==> config.mk <==
export PLATFORM = sky130hd
export DESIGN_NAME = pid_controller_top_flat
export DESIGN_NICKNAME = d
export VERILOG_FILES = /design/src/pidc_pkg.sv /design/src/pidc_ifs.sv /design/src/pid_controller_top.sv /design/src/flat_wrapper.sv
export SDC_FILE = /design/constraint.sdc
export NUM_CORES = 2
export LEC_CHECK = 0
export BUFFER_PORTS_ARGS = -buffer_cell sky130_fd_sc_hd__buf_4
export CORE_UTILIZATION = 25
export CTS_CLUSTER_SIZE = 20
export DETAILED_ROUTE_END_ITERATION = 6
export GPL_TIMING_DRIVEN = 1
export SLEW_MARGIN = 10
export SYNTH_ARGS = -nofsm -noshare
export SYNTH_HDL_FRONTEND = slang
export SYNTH_SLANG_ARGS = --single-unit
export TNS_END_PERCENT = 5
==> constraint.sdc <==
create_clock -name clk -period 11.4 [get_ports clk]
set_input_delay 0.57 -clock clk [delete_from_list [all_inputs] [get_ports clk]]
set_output_delay 0.57 -clock clk [all_outputs]
set_load 0.02 [all_outputs]
==> src/pidc_pkg.sv <==
// Package for the PID controller: widths, register map, microcode format and program.
// No dependencies; used by the interfaces, the top level and the checker.
package pidc_pkg;

	localparam int SAMPLE_W = 16;
	localparam int ACC_W    = 32;
	localparam int GAIN_W   = 16;
	localparam int ERR_W    = SAMPLE_W + 1;
	localparam int DIFF_W   = SAMPLE_W + 2;
	localparam int MUL_A_W  = ACC_W;
	localparam int MUL_B_W  = GAIN_W + 1;
	localparam int PROD_W   = MUL_A_W + MUL_B_W;
	localparam int SUM_W    = PROD_W + 2;
	localparam int INTEG_SHIFT = 16;
	localparam int OUT_SHIFT   = 8;

	localparam int APB_DATA_W = 32;
	localparam int APB_ADDR_W = 5;

	typedef enum logic [2:0] {
		REG_PROP_GAIN  = 3'd0,
		REG_INTEG_GAIN = 3'd1,
		REG_DERIV_GAIN = 3'd2,
		REG_TIME_STEP  = 3'd3,
		REG_TIME_RECIP = 3'd4
	} reg_idx_t;

	localparam logic [GAIN_W-1:0] TIME_RECIP_RST = GAIN_W'(1);

	typedef enum logic [1:0] {
		A_ERR,
		A_DIFF,
		A_INTEG,
		A_SLOPE
	} a_sel_t;

	typedef enum logic [2:0] {
		B_DT,
		B_RECIP,
		B_KP,
		B_KI,
		B_KD
	} b_sel_t;

	typedef enum logic [2:0] {
		OP_NONE,
		OP_INTEG,
		OP_SLOPE,
		OP_LOAD,
		OP_ADD_I,
		OP_OUT
	} acc_op_t;

	typedef struct packed {
		a_sel_t  a_sel;
		b_sel_t  b_sel;
		acc_op_t op;
		logic    last;
	} ucode_t;

	localparam int UCODE_LEN = 6;
	localparam int STEP_W    = $clog2(UCODE_LEN);

	// multiplier result lands in the product register one step before its use
	function automatic ucode_t ucode_rom(input logic [STEP_W-1:0] step);
		ucode_t w;
		w = '{a_sel: A_ERR, b_sel: B_DT, op: OP_NONE, last: 1'b0};
		unique case (step)
			STEP_W'(0): w = '{a_sel: A_ERR,   b_sel: B_DT,    op: OP_NONE,  last: 1'b0};
			STEP_W'(1): w = '{a_sel: A_DIFF,  b_sel: B_RECIP, op: OP_INTEG, last: 1'b0};
			STEP_W'(2): w = '{a_sel: A_ERR,   b_sel: B_KP,    op: OP_SLOPE, last: 1'b0};
			STEP_W'(3): w = '{a_sel: A_INTEG, b_sel: B_KI,    op: OP_LOAD,  last: 1'b0};
			STEP_W'(4): w = '{a_sel: A_SLOPE, b_sel: B_KD,    op: OP_ADD_I, last: 1'b0};
			STEP_W'(5): w = '{a_sel: A_ERR,   b_sel: B_DT,    op: OP_OUT,   last: 1'b1};
			default:    w = '{a_sel: A_ERR,   b_sel: B_DT,    op: OP_NONE,  last: 1'b1};
		endcase
		return w;
	endfunction

	// clamp to the signed accumulator range
	function automatic logic signed [ACC_W-1:0] sat_acc(input logic signed [SUM_W-1:0] x);
		logic [SUM_W-ACC_W:0] top;
		top = x[SUM_W-1:ACC_W-1];
		if (top == '0 || top == '1) begin
			return x[ACC_W-1:0];
		end
		return x[SUM_W-1] ? {1'b1, {(ACC_W-1){1'b0}}} : {1'b0, {(ACC_W-1){1'b1}}};
	endfunction

endpackage

==> src/pidc_ifs.sv <==
// Stream interfaces of the PID controller: sample input and drive output.
// Depends on pidc_pkg for the field widths.
interface pidc_in_if;
	logic                                 valid;
	logic                                 ready;
	logic signed [pidc_pkg::SAMPLE_W-1:0] target;
	logic signed [pidc_pkg::SAMPLE_W-1:0] measured;

	modport source(output valid, output target, output measured, input ready);
	modport sink(input valid, input target, input measured, output ready);
endinterface

interface pidc_out_if;
	logic                              valid;
	logic                              ready;
	logic signed [pidc_pkg::ACC_W-1:0] drive;

	modport source(output valid, output drive, input ready);
	modport sink(input valid, input drive, output ready);
endinterface

==> src/pid_controller_top.sv <==
// PID controller top level: APB register file, microcode sequencer and shared datapath.
// Depends on pidc_pkg and the stream interfaces in pidc_ifs.sv.
//
// One sample transfer yields one drive transfer. The sample is registered on its transfer, then
// a six-word microcode program runs one word per cycle through a single 32x17 multiplier;
// drive is registered by the final step, and no new sample is taken until that step is done.
// The final step holds while the drive register is still full. Gains are signed Q8.8, the
// time step is unsigned Q0.16 and its reciprocal an unsigned integer that software keeps
// consistent; integral, slope and drive saturate to 32-bit signed. Registers are to be
// written only while no sample is in flight; the block itself does not enforce this.
module pid_controller_top (
	input  logic                                clk,
	input  logic                                arst_n,
	pidc_in_if.sink                             sample_in,
	pidc_out_if.source                          result_out,
	input  logic                                psel,
	input  logic                                penable,
	input  logic                                pwrite,
	input  logic [pidc_pkg::APB_ADDR_W-1:0]     paddr,
	input  logic [pidc_pkg::APB_DATA_W-1:0]     pwdata,
	output logic [pidc_pkg::APB_DATA_W-1:0]     prdata,
	output logic                                pready
);

	logic signed [pidc_pkg::GAIN_W-1:0]   prop_gain_q, integ_gain_q, deriv_gain_q;
	logic        [pidc_pkg::GAIN_W-1:0]   time_step_q, time_recip_q;
	logic                                 cfg_wr;
	pidc_pkg::reg_idx_t                   reg_idx;

	logic                                 busy_q;
	logic [pidc_pkg::STEP_W-1:0]          step_q;
	pidc_pkg::ucode_t                     ctrl;
	logic                                 step_en;
	logic                                 in_xfer;

	logic signed [pidc_pkg::ERR_W-1:0]    err_c, err_q, last_err_q;
	logic signed [pidc_pkg::DIFF_W-1:0]   diff_q;
	logic signed [pidc_pkg::ACC_W-1:0]    integ_q, slope_q, drive_q;
	logic signed [pidc_pkg::MUL_A_W-1:0]  mul_a;
	logic signed [pidc_pkg::MUL_B_W-1:0]  mul_b;
	logic signed [pidc_pkg::PROD_W-1:0]   prod_c, prod_q;
	logic signed [pidc_pkg::SUM_W-1:0]    acc_q, sum_c;
	logic                                 out_valid_q;

	// register file
	assign pready  = 1'b1;
	assign cfg_wr  = psel && penable && pwrite;
	assign reg_idx = pidc_pkg::reg_idx_t'(paddr[pidc_pkg::APB_ADDR_W-1:2]);

	always_ff @(posedge clk or negedge arst_n) begin
		if (!arst_n) begin
			prop_gain_q  <= '0;
			integ_gain_q <= '0;
			deriv_gain_q <= '0;
			time_step_q  <= '0;
			time_recip_q <= pidc_pkg::TIME_RECIP_RST;
		end else if (cfg_wr) begin
			unique case (reg_idx)
				pidc_pkg::REG_PROP_GAIN:  prop_gain_q  <= pwdata[pidc_pkg::GAIN_W-1:0];
				pidc_pkg::REG_INTEG_GAIN: integ_gain_q <= pwdata[pidc_pkg::GAIN_W-1:0];
				pidc_pkg::REG_DERIV_GAIN: deriv_gain_q <= pwdata[pidc_pkg::GAIN_W-1:0];
				pidc_pkg::REG_TIME_STEP:  time_step_q  <= pwdata[pidc_pkg::GAIN_W-1:0];
				pidc_pkg::REG_TIME_RECIP: time_recip_q <= pwdata[pidc_pkg::GAIN_W-1:0];
				default: ;
			endcase
		end
	end

	always_comb begin
		unique case (reg_idx)
			pidc_pkg::REG_PROP_GAIN:  prdata = {16'b0, prop_gain_q};
			pidc_pkg::REG_INTEG_GAIN: prdata = {16'b0, integ_gain_q};
			pidc_pkg::REG_DERIV_GAIN: prdata = {16'b0, deriv_gain_q};
			pidc_pkg::REG_TIME_STEP:  prdata = {16'b0, time_step_q};
			pidc_pkg::REG_TIME_RECIP: prdata = {16'b0, time_recip_q};
			default:                  prdata = '0;
		endcase
	end

	// sequencer
	assign sample_in.ready = !busy_q;
	assign in_xfer = sample_in.valid && !busy_q;
	assign ctrl    = pidc_pkg::ucode_rom(step_q);
	// last word waits for room in the drive register
	assign step_en = busy_q && (!(ctrl.last) || !out_valid_q || result_out.ready);

	always_ff @(posedge clk or negedge arst_n) begin
		if (!arst_n) begin
			busy_q <= 1'b0;
			step_q <= '0;
		end else if (in_xfer) begin
			busy_q <= 1'b1;
			step_q <= '0;
		end else if (step_en) begin
			if (ctrl.last) begin
				busy_q <= 1'b0;
				step_q <= '0;
			end else begin
				step_q <= step_q + pidc_pkg::STEP_W'(1);
			end
		end
	end

	// datapath
	assign err_c = pidc_pkg::ERR_W'(sample_in.target) - pidc_pkg::ERR_W'(sample_in.measured);

	always_comb begin
		case (ctrl.a_sel)
			pidc_pkg::A_ERR:   mul_a = pidc_pkg::MUL_A_W'(err_q);
			pidc_pkg::A_DIFF:  mul_a = pidc_pkg::MUL_A_W'(diff_q);
			pidc_pkg::A_INTEG: mul_a = integ_q;
			pidc_pkg::A_SLOPE: mul_a = slope_q;
			default:           mul_a = '0;
		endcase
		case (ctrl.b_sel)
			pidc_pkg::B_DT:    mul_b = {1'b0, time_step_q};
			pidc_pkg::B_RECIP: mul_b = {1'b0, time_recip_q};
			pidc_pkg::B_KP:    mul_b = pidc_pkg::MUL_B_W'(prop_gain_q);
			pidc_pkg::B_KI:    mul_b = pidc_pkg::MUL_B_W'(integ_gain_q);
			pidc_pkg::B_KD:    mul_b = pidc_pkg::MUL_B_W'(deriv_gain_q);
			default:           mul_b = '0;
		endcase
	end

	assign prod_c = mul_a * mul_b;
	assign sum_c  = acc_q + pidc_pkg::SUM_W'(prod_q);

	always_ff @(posedge clk) begin
		if (in_xfer) begin
			err_q  <= err_c;
			diff_q <= pidc_pkg::DIFF_W'(err_c) - pidc_pkg::DIFF_W'(last_err_q);
		end
		if (step_en) begin
			prod_q <= prod_c;
			case (ctrl.op)
				pidc_pkg::OP_LOAD:  acc_q <= pidc_pkg::SUM_W'(prod_q);
				pidc_pkg::OP_ADD_I: acc_q <= acc_q +
					pidc_pkg::SUM_W'(prod_q >>> pidc_pkg::INTEG_SHIFT);
				pidc_pkg::OP_OUT:   drive_q <= pidc_pkg::sat_acc(sum_c >>> pidc_pkg::OUT_SHIFT);
				default: ;
			endcase
		end
	end

	always_ff @(posedge clk or negedge arst_n) begin
		if (!arst_n) begin
			last_err_q  <= '0;
			integ_q     <= '0;
			slope_q     <= '0;
			out_valid_q <= 1'b0;
		end else begin
			if (in_xfer) begin
				last_err_q <= err_c;
			end
			if (step_en && ctrl.op == pidc_pkg::OP_INTEG) begin
				integ_q <= pidc_pkg::sat_acc(pidc_pkg::SUM_W'(integ_q) +
					pidc_pkg::SUM_W'(prod_q));
			end
			if (step_en && ctrl.op == pidc_pkg::OP_SLOPE) begin
				slope_q <= pidc_pkg::sat_acc(pidc_pkg::SUM_W'(prod_q));
			end
			if (step_en && ctrl.op == pidc_pkg::OP_OUT) begin
				out_valid_q <= 1'b1;
			end else if (result_out.ready) begin
				out_valid_q <= 1'b0;
			end
		end
	end

	assign result_out.valid = out_valid_q;
	assign result_out.drive = drive_q;

endmodule

==> src/flat_wrapper.sv <==
// flat-port wrapper written by rule: the top's interface ports become plain ports
module pid_controller_top_flat 
  (clk, arst_n, psel, penable, pwrite, paddr, pwdata, prdata, pready, sample_in_valid, sample_in_target, sample_in_measured, sample_in_ready, result_out_valid, result_out_drive, result_out_ready);
  pidc_in_if sample_in_i ();
  pidc_out_if result_out_i ();
  input  logic clk;
  input  logic arst_n;
  input  logic psel;
  input  logic penable;
  input  logic pwrite;
  input  logic [pidc_pkg::APB_ADDR_W-1:0] paddr;
  input  logic [pidc_pkg::APB_DATA_W-1:0] pwdata;
  output logic [pidc_pkg::APB_DATA_W-1:0] prdata;
  output logic pready;
  input wire logic [$bits(sample_in_i.valid)-1:0] sample_in_valid;
  input wire logic [$bits(sample_in_i.target)-1:0] sample_in_target;
  input wire logic [$bits(sample_in_i.measured)-1:0] sample_in_measured;
  output wire logic [$bits(sample_in_i.ready)-1:0] sample_in_ready;
  output wire logic [$bits(result_out_i.valid)-1:0] result_out_valid;
  output wire logic [$bits(result_out_i.drive)-1:0] result_out_drive;
  input wire logic [$bits(result_out_i.ready)-1:0] result_out_ready;
  assign sample_in_i.valid = sample_in_valid;
  assign sample_in_i.target = sample_in_target;
  assign sample_in_i.measured = sample_in_measured;
  assign sample_in_ready = sample_in_i.ready;
  assign result_out_valid = result_out_i.valid;
  assign result_out_drive = result_out_i.drive;
  assign result_out_i.ready = result_out_ready;
  pid_controller_top u_core (.clk(clk), .arst_n(arst_n), .sample_in(sample_in_i), .result_out(result_out_i), .psel(psel), .penable(penable), .pwrite(pwrite), .paddr(paddr), .pwdata(pwdata), .prdata(prdata), .pready(pready));
endmodule
=== Word-level counts from Yosys, hierarchy flattened ===
Cells that the tools add are included.
W data, S select, Z words.

* Output and inout port bits: 67
* Register bits after elaboration: 333
* Logic and storage cells: 110

* Eq/ne operators: 24
* Reduce and logical (&&, ||, !) cells: 34
* Multiply operators: 1
* $add $sub $neg: 6
* Mux-type cells: 29

{| class="wikitable"
|+ Operators by type and width
! operator !! number
|-
| $mux W32 || 9
|-
| $pmux W32 S4 || 1
|-
| $pmux W51 S2 || 1
|-
| $pmux W17 S5 || 1
|-
| $pmux W16 S5 || 1
|-
| $eq A20 B20 Y1 const B || 3
|-
| $logic_not A20 Y1 || 3
|-
| $pmux W9 S6 || 1
|-
| $add A51 B33 Y51 || 1
|-
| $add A51 B49 Y51 || 1
|-
| $add A32 B49 Y50 || 1
|-
| $mul A32 B17 Y49 || 1
|-
| $eq A3 B2 Y1 const B || 8
|-
| $eq A3 B3 Y1 const B || 6
|-
| $sub A17 B17 Y18 || 1
|-
| $sub A16 B16 Y17 || 1
|-
| $reduce_and A2 Y1 || 8
|-
| $eq A3 B1 Y1 const B || 4
|-
| $mux W1 || 12
|-
| $logic_not A3 Y1 || 3
|-
| $mux W3 || 3
|-
| $reduce_bool A2 Y1 || 4
|-
| $logic_and A1 B1 Y1 || 7
|-
| $logic_or A1 B1 Y1 || 5
|-
| other kinds (5) || 8
|}

=== Longest topological paths before layout ===
* Word-level depth: 9
* Depth in mapped cells: 38
* Depth with buffers taken out: 34

=== Worst setup path after synthesis ===
Ideal clock, no wire load.

* Kind: reg2reg
* Start point: register u_core.step_q[1] (netlist bit)
* End point: register u_core.prod_q[47] (netlist bit), data pin
* Required time: 11.126 ns
* Path slack: 2.395 ns
* Period minus slack after synthesis: 9.005 ns
* Setup time: 0.274 ns
* Path buffers: 4
* Stages on the path, launching flop included: 35
* Data arrival time: 8.731 ns
* Path through: dfrtp_1 > clkbuf_1 > inv_1 > ha_1 > inv_1 > nor3_1 > a21o_1 > clkbuf_1 > buf_1 > buf_1 > mux2i_1 > a21oi_1 > nand2_1 > fa_1 > fa_1 > fa_1 > inv_1 > fa_1 > fa_1 > inv_1 > fa_1 > inv_1 > ha_1 > and4_1 > and4_1 > o21ai_0 > o211ai_1 > o211ai_1 > a21bo_2 > a21oi_1 > a31oi_1 > nor3_1 > o21ai_0 > o41ai_1 > xor2_1

* Word-level cells in the longest chain between the ends: 5

{| class="wikitable"
|+ RTL lines
! item !! RTL line !! source
|-
| from (decl) || pid_controller_top.sv:31 || <nowiki>logic [pidc_pkg::STEP_W-1:0] step_q;</nowiki>
|-
| from (signal assigned) || pid_controller_top.sv:99 || <nowiki>step_q <= step_q + pidc_pkg::STEP_W'(1);</nowiki>
|-
| $eq A3 B3 Y1 (tied with other cells) || pidc_pkg.sv:68 || <nowiki>unique case (step)</nowiki>
|-
| $pmux W9 S6 * || pidc_pkg.sv:68 ||
|-
| $eq A3 B3 Y1 (tied with other cells) || pid_controller_top.sv:115 || <nowiki>case (ctrl.b_sel)</nowiki>
|-
| $pmux W17 S5 / $pmux W32 S4 (equally long branches) || pid_controller_top.sv:115, pid_controller_top.sv:108 ||
|-
| $mul A32 B17 Y49 * || pid_controller_top.sv:125 || <nowiki>assign prod_c = mul_a * mul_b;</nowiki>
|-
| via u_core.prod_c (one bit) || pid_controller_top.sv:41 || <nowiki>logic signed [pidc_pkg::PROD_W-1:0] prod_c, prod_q;</nowiki>
|-
| to (signal assigned) || pid_controller_top.sv:134 || <nowiki>prod_q <= prod_c;</nowiki>
|-
| to (decl) || pid_controller_top.sv:41 ||
|}

Mark *: on every way through the listed nets, which the timed path passes. The rest lies on a longest branch.
A chain may end at the register's enable or synchronous reset.

=== Final worst setup path ===
* Start point: register u_core.step_q[2] (netlist bit)
* End point: register u_core.prod_q[48] (netlist bit), data pin

Same word-level chain as after synthesis.

==> flow_summary.json <==
{
  "run_status": "finished clean",
  "place_congestion": 0.9303,
  "period_needed_ps": 10680,
  "fmaxAchievable_mhz": 93.62,
  "seq_area_frac_synth_pct": 21.43,
  "grtUsageTotal_pct": 14.51,
  "ios": 143,
  "whs_ps": 221.6,
  "cts_root_buf": "clkbuf_16",
  "min_path_cells": 2,
  "ys_ff_latch": 333,
  "clkTransAtPathRegs_ps": 70,
  "initial_core_util_pct": 25.22,
  "async_reset_ff_share_pct": 49.85,
  "syn_area_per_cell_sq_um": 9.022,
  "synth_top_family_by_area": "adder cells",
  "cts_tree": "built",
  "clockBufferDepth": 3,
  "synth.distinct_cells": 95,
  "cts_max_level": 2,
  "cap_violations": 0,
  "vias": 34420,
  "wl_met3_um": 9648,
  "skew_ps": 58.84,
  "finalWirelength_um": 125900,
  "synth-compound-area-share_pct": 13.93,
  "final_hold_viol_count": 0,
  "reg2reg_slack_ps": 720,
  "grt-ovfl-total": 0,
  "final_core_util_pct": 28.22,
  "drc_errors": 0,
  "final_common_cell": "inv_1",
  "top_layer_used": "met5",
  "final_cells": 7034,
  "drtPass1Iterations": 6,
  "slew_violations": 0,
  "grt_pass1_vias": 34880,
  "clk_latency_ps": 640,
  "syn_inst": 4743,
  "synthAdderAreaFrac_pct": 33.27,
  "dieArea_sq_um": 172800,
  "yosys.area_share.xor_xnor_pct": 3.971,
  "dr_wl_met2_um": 55610,
  "setup_viol": 0,
  "cts_resized": 0,
  "synth_ff_type": "edfxtp_1",
  "drt-initial-drc-count": 2666,
  "hold_class": "in2reg",
  "critPathLaunchType": "flop",
  "synth_edf_count": 167,
  "timing.final.crit_share_pct": 93.70,
  "critPathMaxFanout": 17,
  "drive_gt1_share_pct": 8.557,
  "crit_path_top_delay_cell": "nand3_1",
  "crit_path_frequent_cell": "fa_1",
  "layout_common_cells": "632 x inv_1, 538 x nand2_1, 525 x fa_1",
  "die_w_um": 415.7,
  "io_buffers": 107,
  "wl_per_cell_um": 17.89,
  "cts_sinks": 333,
  "synth_area_sq_um": 42790,
  "crit_required_ps": 11780,
  "arrival_ps": 11060,
  "slowest_delay_ps": 860,
  "synthSimpleGateAreaFrac_pct": 14.32,
  "dpl.hpwl_um": 97800,
  "grt_max_degree": 99,
  "rsz0062_at_grt": "false",
  "cts_buffers": 43,
  "core.rowCount": 151,
  "final_nets": 5679,
  "worst_pin_slew_ps": 1292,
  "dpl.cell_count": 6952,
  "end_kind": "flop",
  "area_growth_pct": 11.89,
  "rr_worst_depth": 32,
  "via_per_inst": 4.893,
  "die_y_um": 415.7,
  "antenna_found_initial": 1,
  "timing.setup.tns_ps": 0,
  "drtAntennaViolNets": 0,
  "path_class": "reg2reg",
  "synthMuxAreaShare_pct": 5.418,
  "grt_pass1_wl_um": 199600,
  "yosysWarnings": 0,
  "wl_met1_um": 57110,
  "core-area_sq_um": 169700,
  "slew_headroom_pct": 13.85
}
## flip-flops by register name (all words and copies together) (netlist names)
register	flops
u_core.err_q	17
u_core.prod_q	49
u_core.result_out.valid	1
u_core.last_err_q	17
u_core.time_recip_q	16
u_core.slope_q	32
u_core.integ_gain_q	16
u_core.integ_q	32
u_core.time_step_q	16
u_core.result_out.drive	32
u_core.prop_gain_q	16
u_core.deriv_gain_q	16
u_core.acc_q	51
u_core.busy_q	1
u_core.diff_q	18
u_core.step_q	3
## through the flow
step                area, sq um  worst slack, ps
floorplan                 42850             2395
global placement          46330             1116
detailed placement        46330            935.1
CTS                       47880            925.2
global route              47880            266.7
finish                    47880            718.8
## path summary, 6_finish.rpt
check / start / endpoint
max: u_core.step_q[2] / u_core.prod_q[48]
min: pwdata[2] / u_core.time_recip_q[2]
max reg2reg: u_core.step_q[2] / u_core.prod_q[48]
min reg2reg: u_core.slope_q[25] / u_core.slope_q[25]
max in group asynchronous: arst_n / u_core.time_recip_q[6]
min in group asynchronous: arst_n / u_core.prop_gain_q[15]
## worst max-delay path: cells and delay by family (launching register included)
kind	cells	cell delay [ps]
adder cells (fa/ha/maj)	8	4080
AO/OA/AOI/OAI	12	2770
flip-flops	1	520
XOR/XNOR	1	80
buffers and inverters	5	790
AND/OR/NAND/NOR	6	2120
## routing by layer
metal	vias to the layer above	GRT usage, %
met5	-	0
li1	15950	-
met3	192	2.699
met1	17080	20.29
met2	1198	22.74
met4	2	3.959
## cells in the mapped netlist (all sizes together) (15+ instances only)
| cell type | count | area, sq um |
|---|---|---|
| xnor2 | 116 | 1016 |
| nand2b | 25 | 156.4 |
| a22oi | 28 | 210.2 |
| and2 | 31 | 193.9 |
| buf | 49 | 296.5 |
| o31ai | 15 | 112.6 |
| mux2 | 109 | 1227 |
| edfxtp | 167 | 5015 |
| o22ai | 21 | 131.4 |
| a21o | 109 | 818.3 |
| mux2i | 109 | 1091 |
| a21oi | 270 | 1355 |
| xor2 | 78 | 683.2 |
| clkbuf | 157 | 589.3 |
| a211oi | 35 | 272.8 |
| o211ai | 20 | 150.1 |
| nand2 | 539 | 2023 |
| nor2b | 31 | 193.9 |
| ha | 298 | 3729 |
| nor2 | 477 | 1798 |
| and3 | 24 | 150.1 |
| nor4 | 18 | 142.6 |
| nand3 | 60 | 300.3 |
| o21a | 37 | 277.8 |
| a31oi | 25 | 156.4 |
| inv | 633 | 2376 |
| fa | 525 | 10510 |
| o21ai | 229 | 1157 |
| nand4 | 33 | 206.5 |
| o21bai | 23 | 172.7 |
| nor3 | 92 | 465.5 |
| dfrtp | 165 | 4129 |
## cell families (layout without fill, tap and decap cells)
group                    after synthesis  after routing
XOR/XNOR                             194            194
multiplexers                         218            218
buffers and inverters                841            898
adder cells (fa/ha/maj)              823            823
flip-flops                           333            333
AND/OR/NAND/NOR                     1394           1394
AO/OA/AOI/OAI                        938            938
other                                  2             18
## repair_timing
action / in CTS / in global routing
setup buffers: 0 / 0
hold endpoints to repair: 25 / 0
hold buffers: 1 / 0
setup endpoints to repair: 0 / 0
## cell type report
class / count / area, sq um
fill: 17940 / 121800
multi-input combinational: 3584 / 30620
sequential: 333 / 9170
tap: 2218 / 2775
inverter: 635 / 2384
timing repair buffer: 183 / 1393
clock buffer: 59 / 1259
clock inverter: 21 / 274.0
antenna: 1 / 2.502
Power is left out: the tool's default activity adds up to more than one toggle a clock period on the data nets, which glitch-free logic cannot reach.
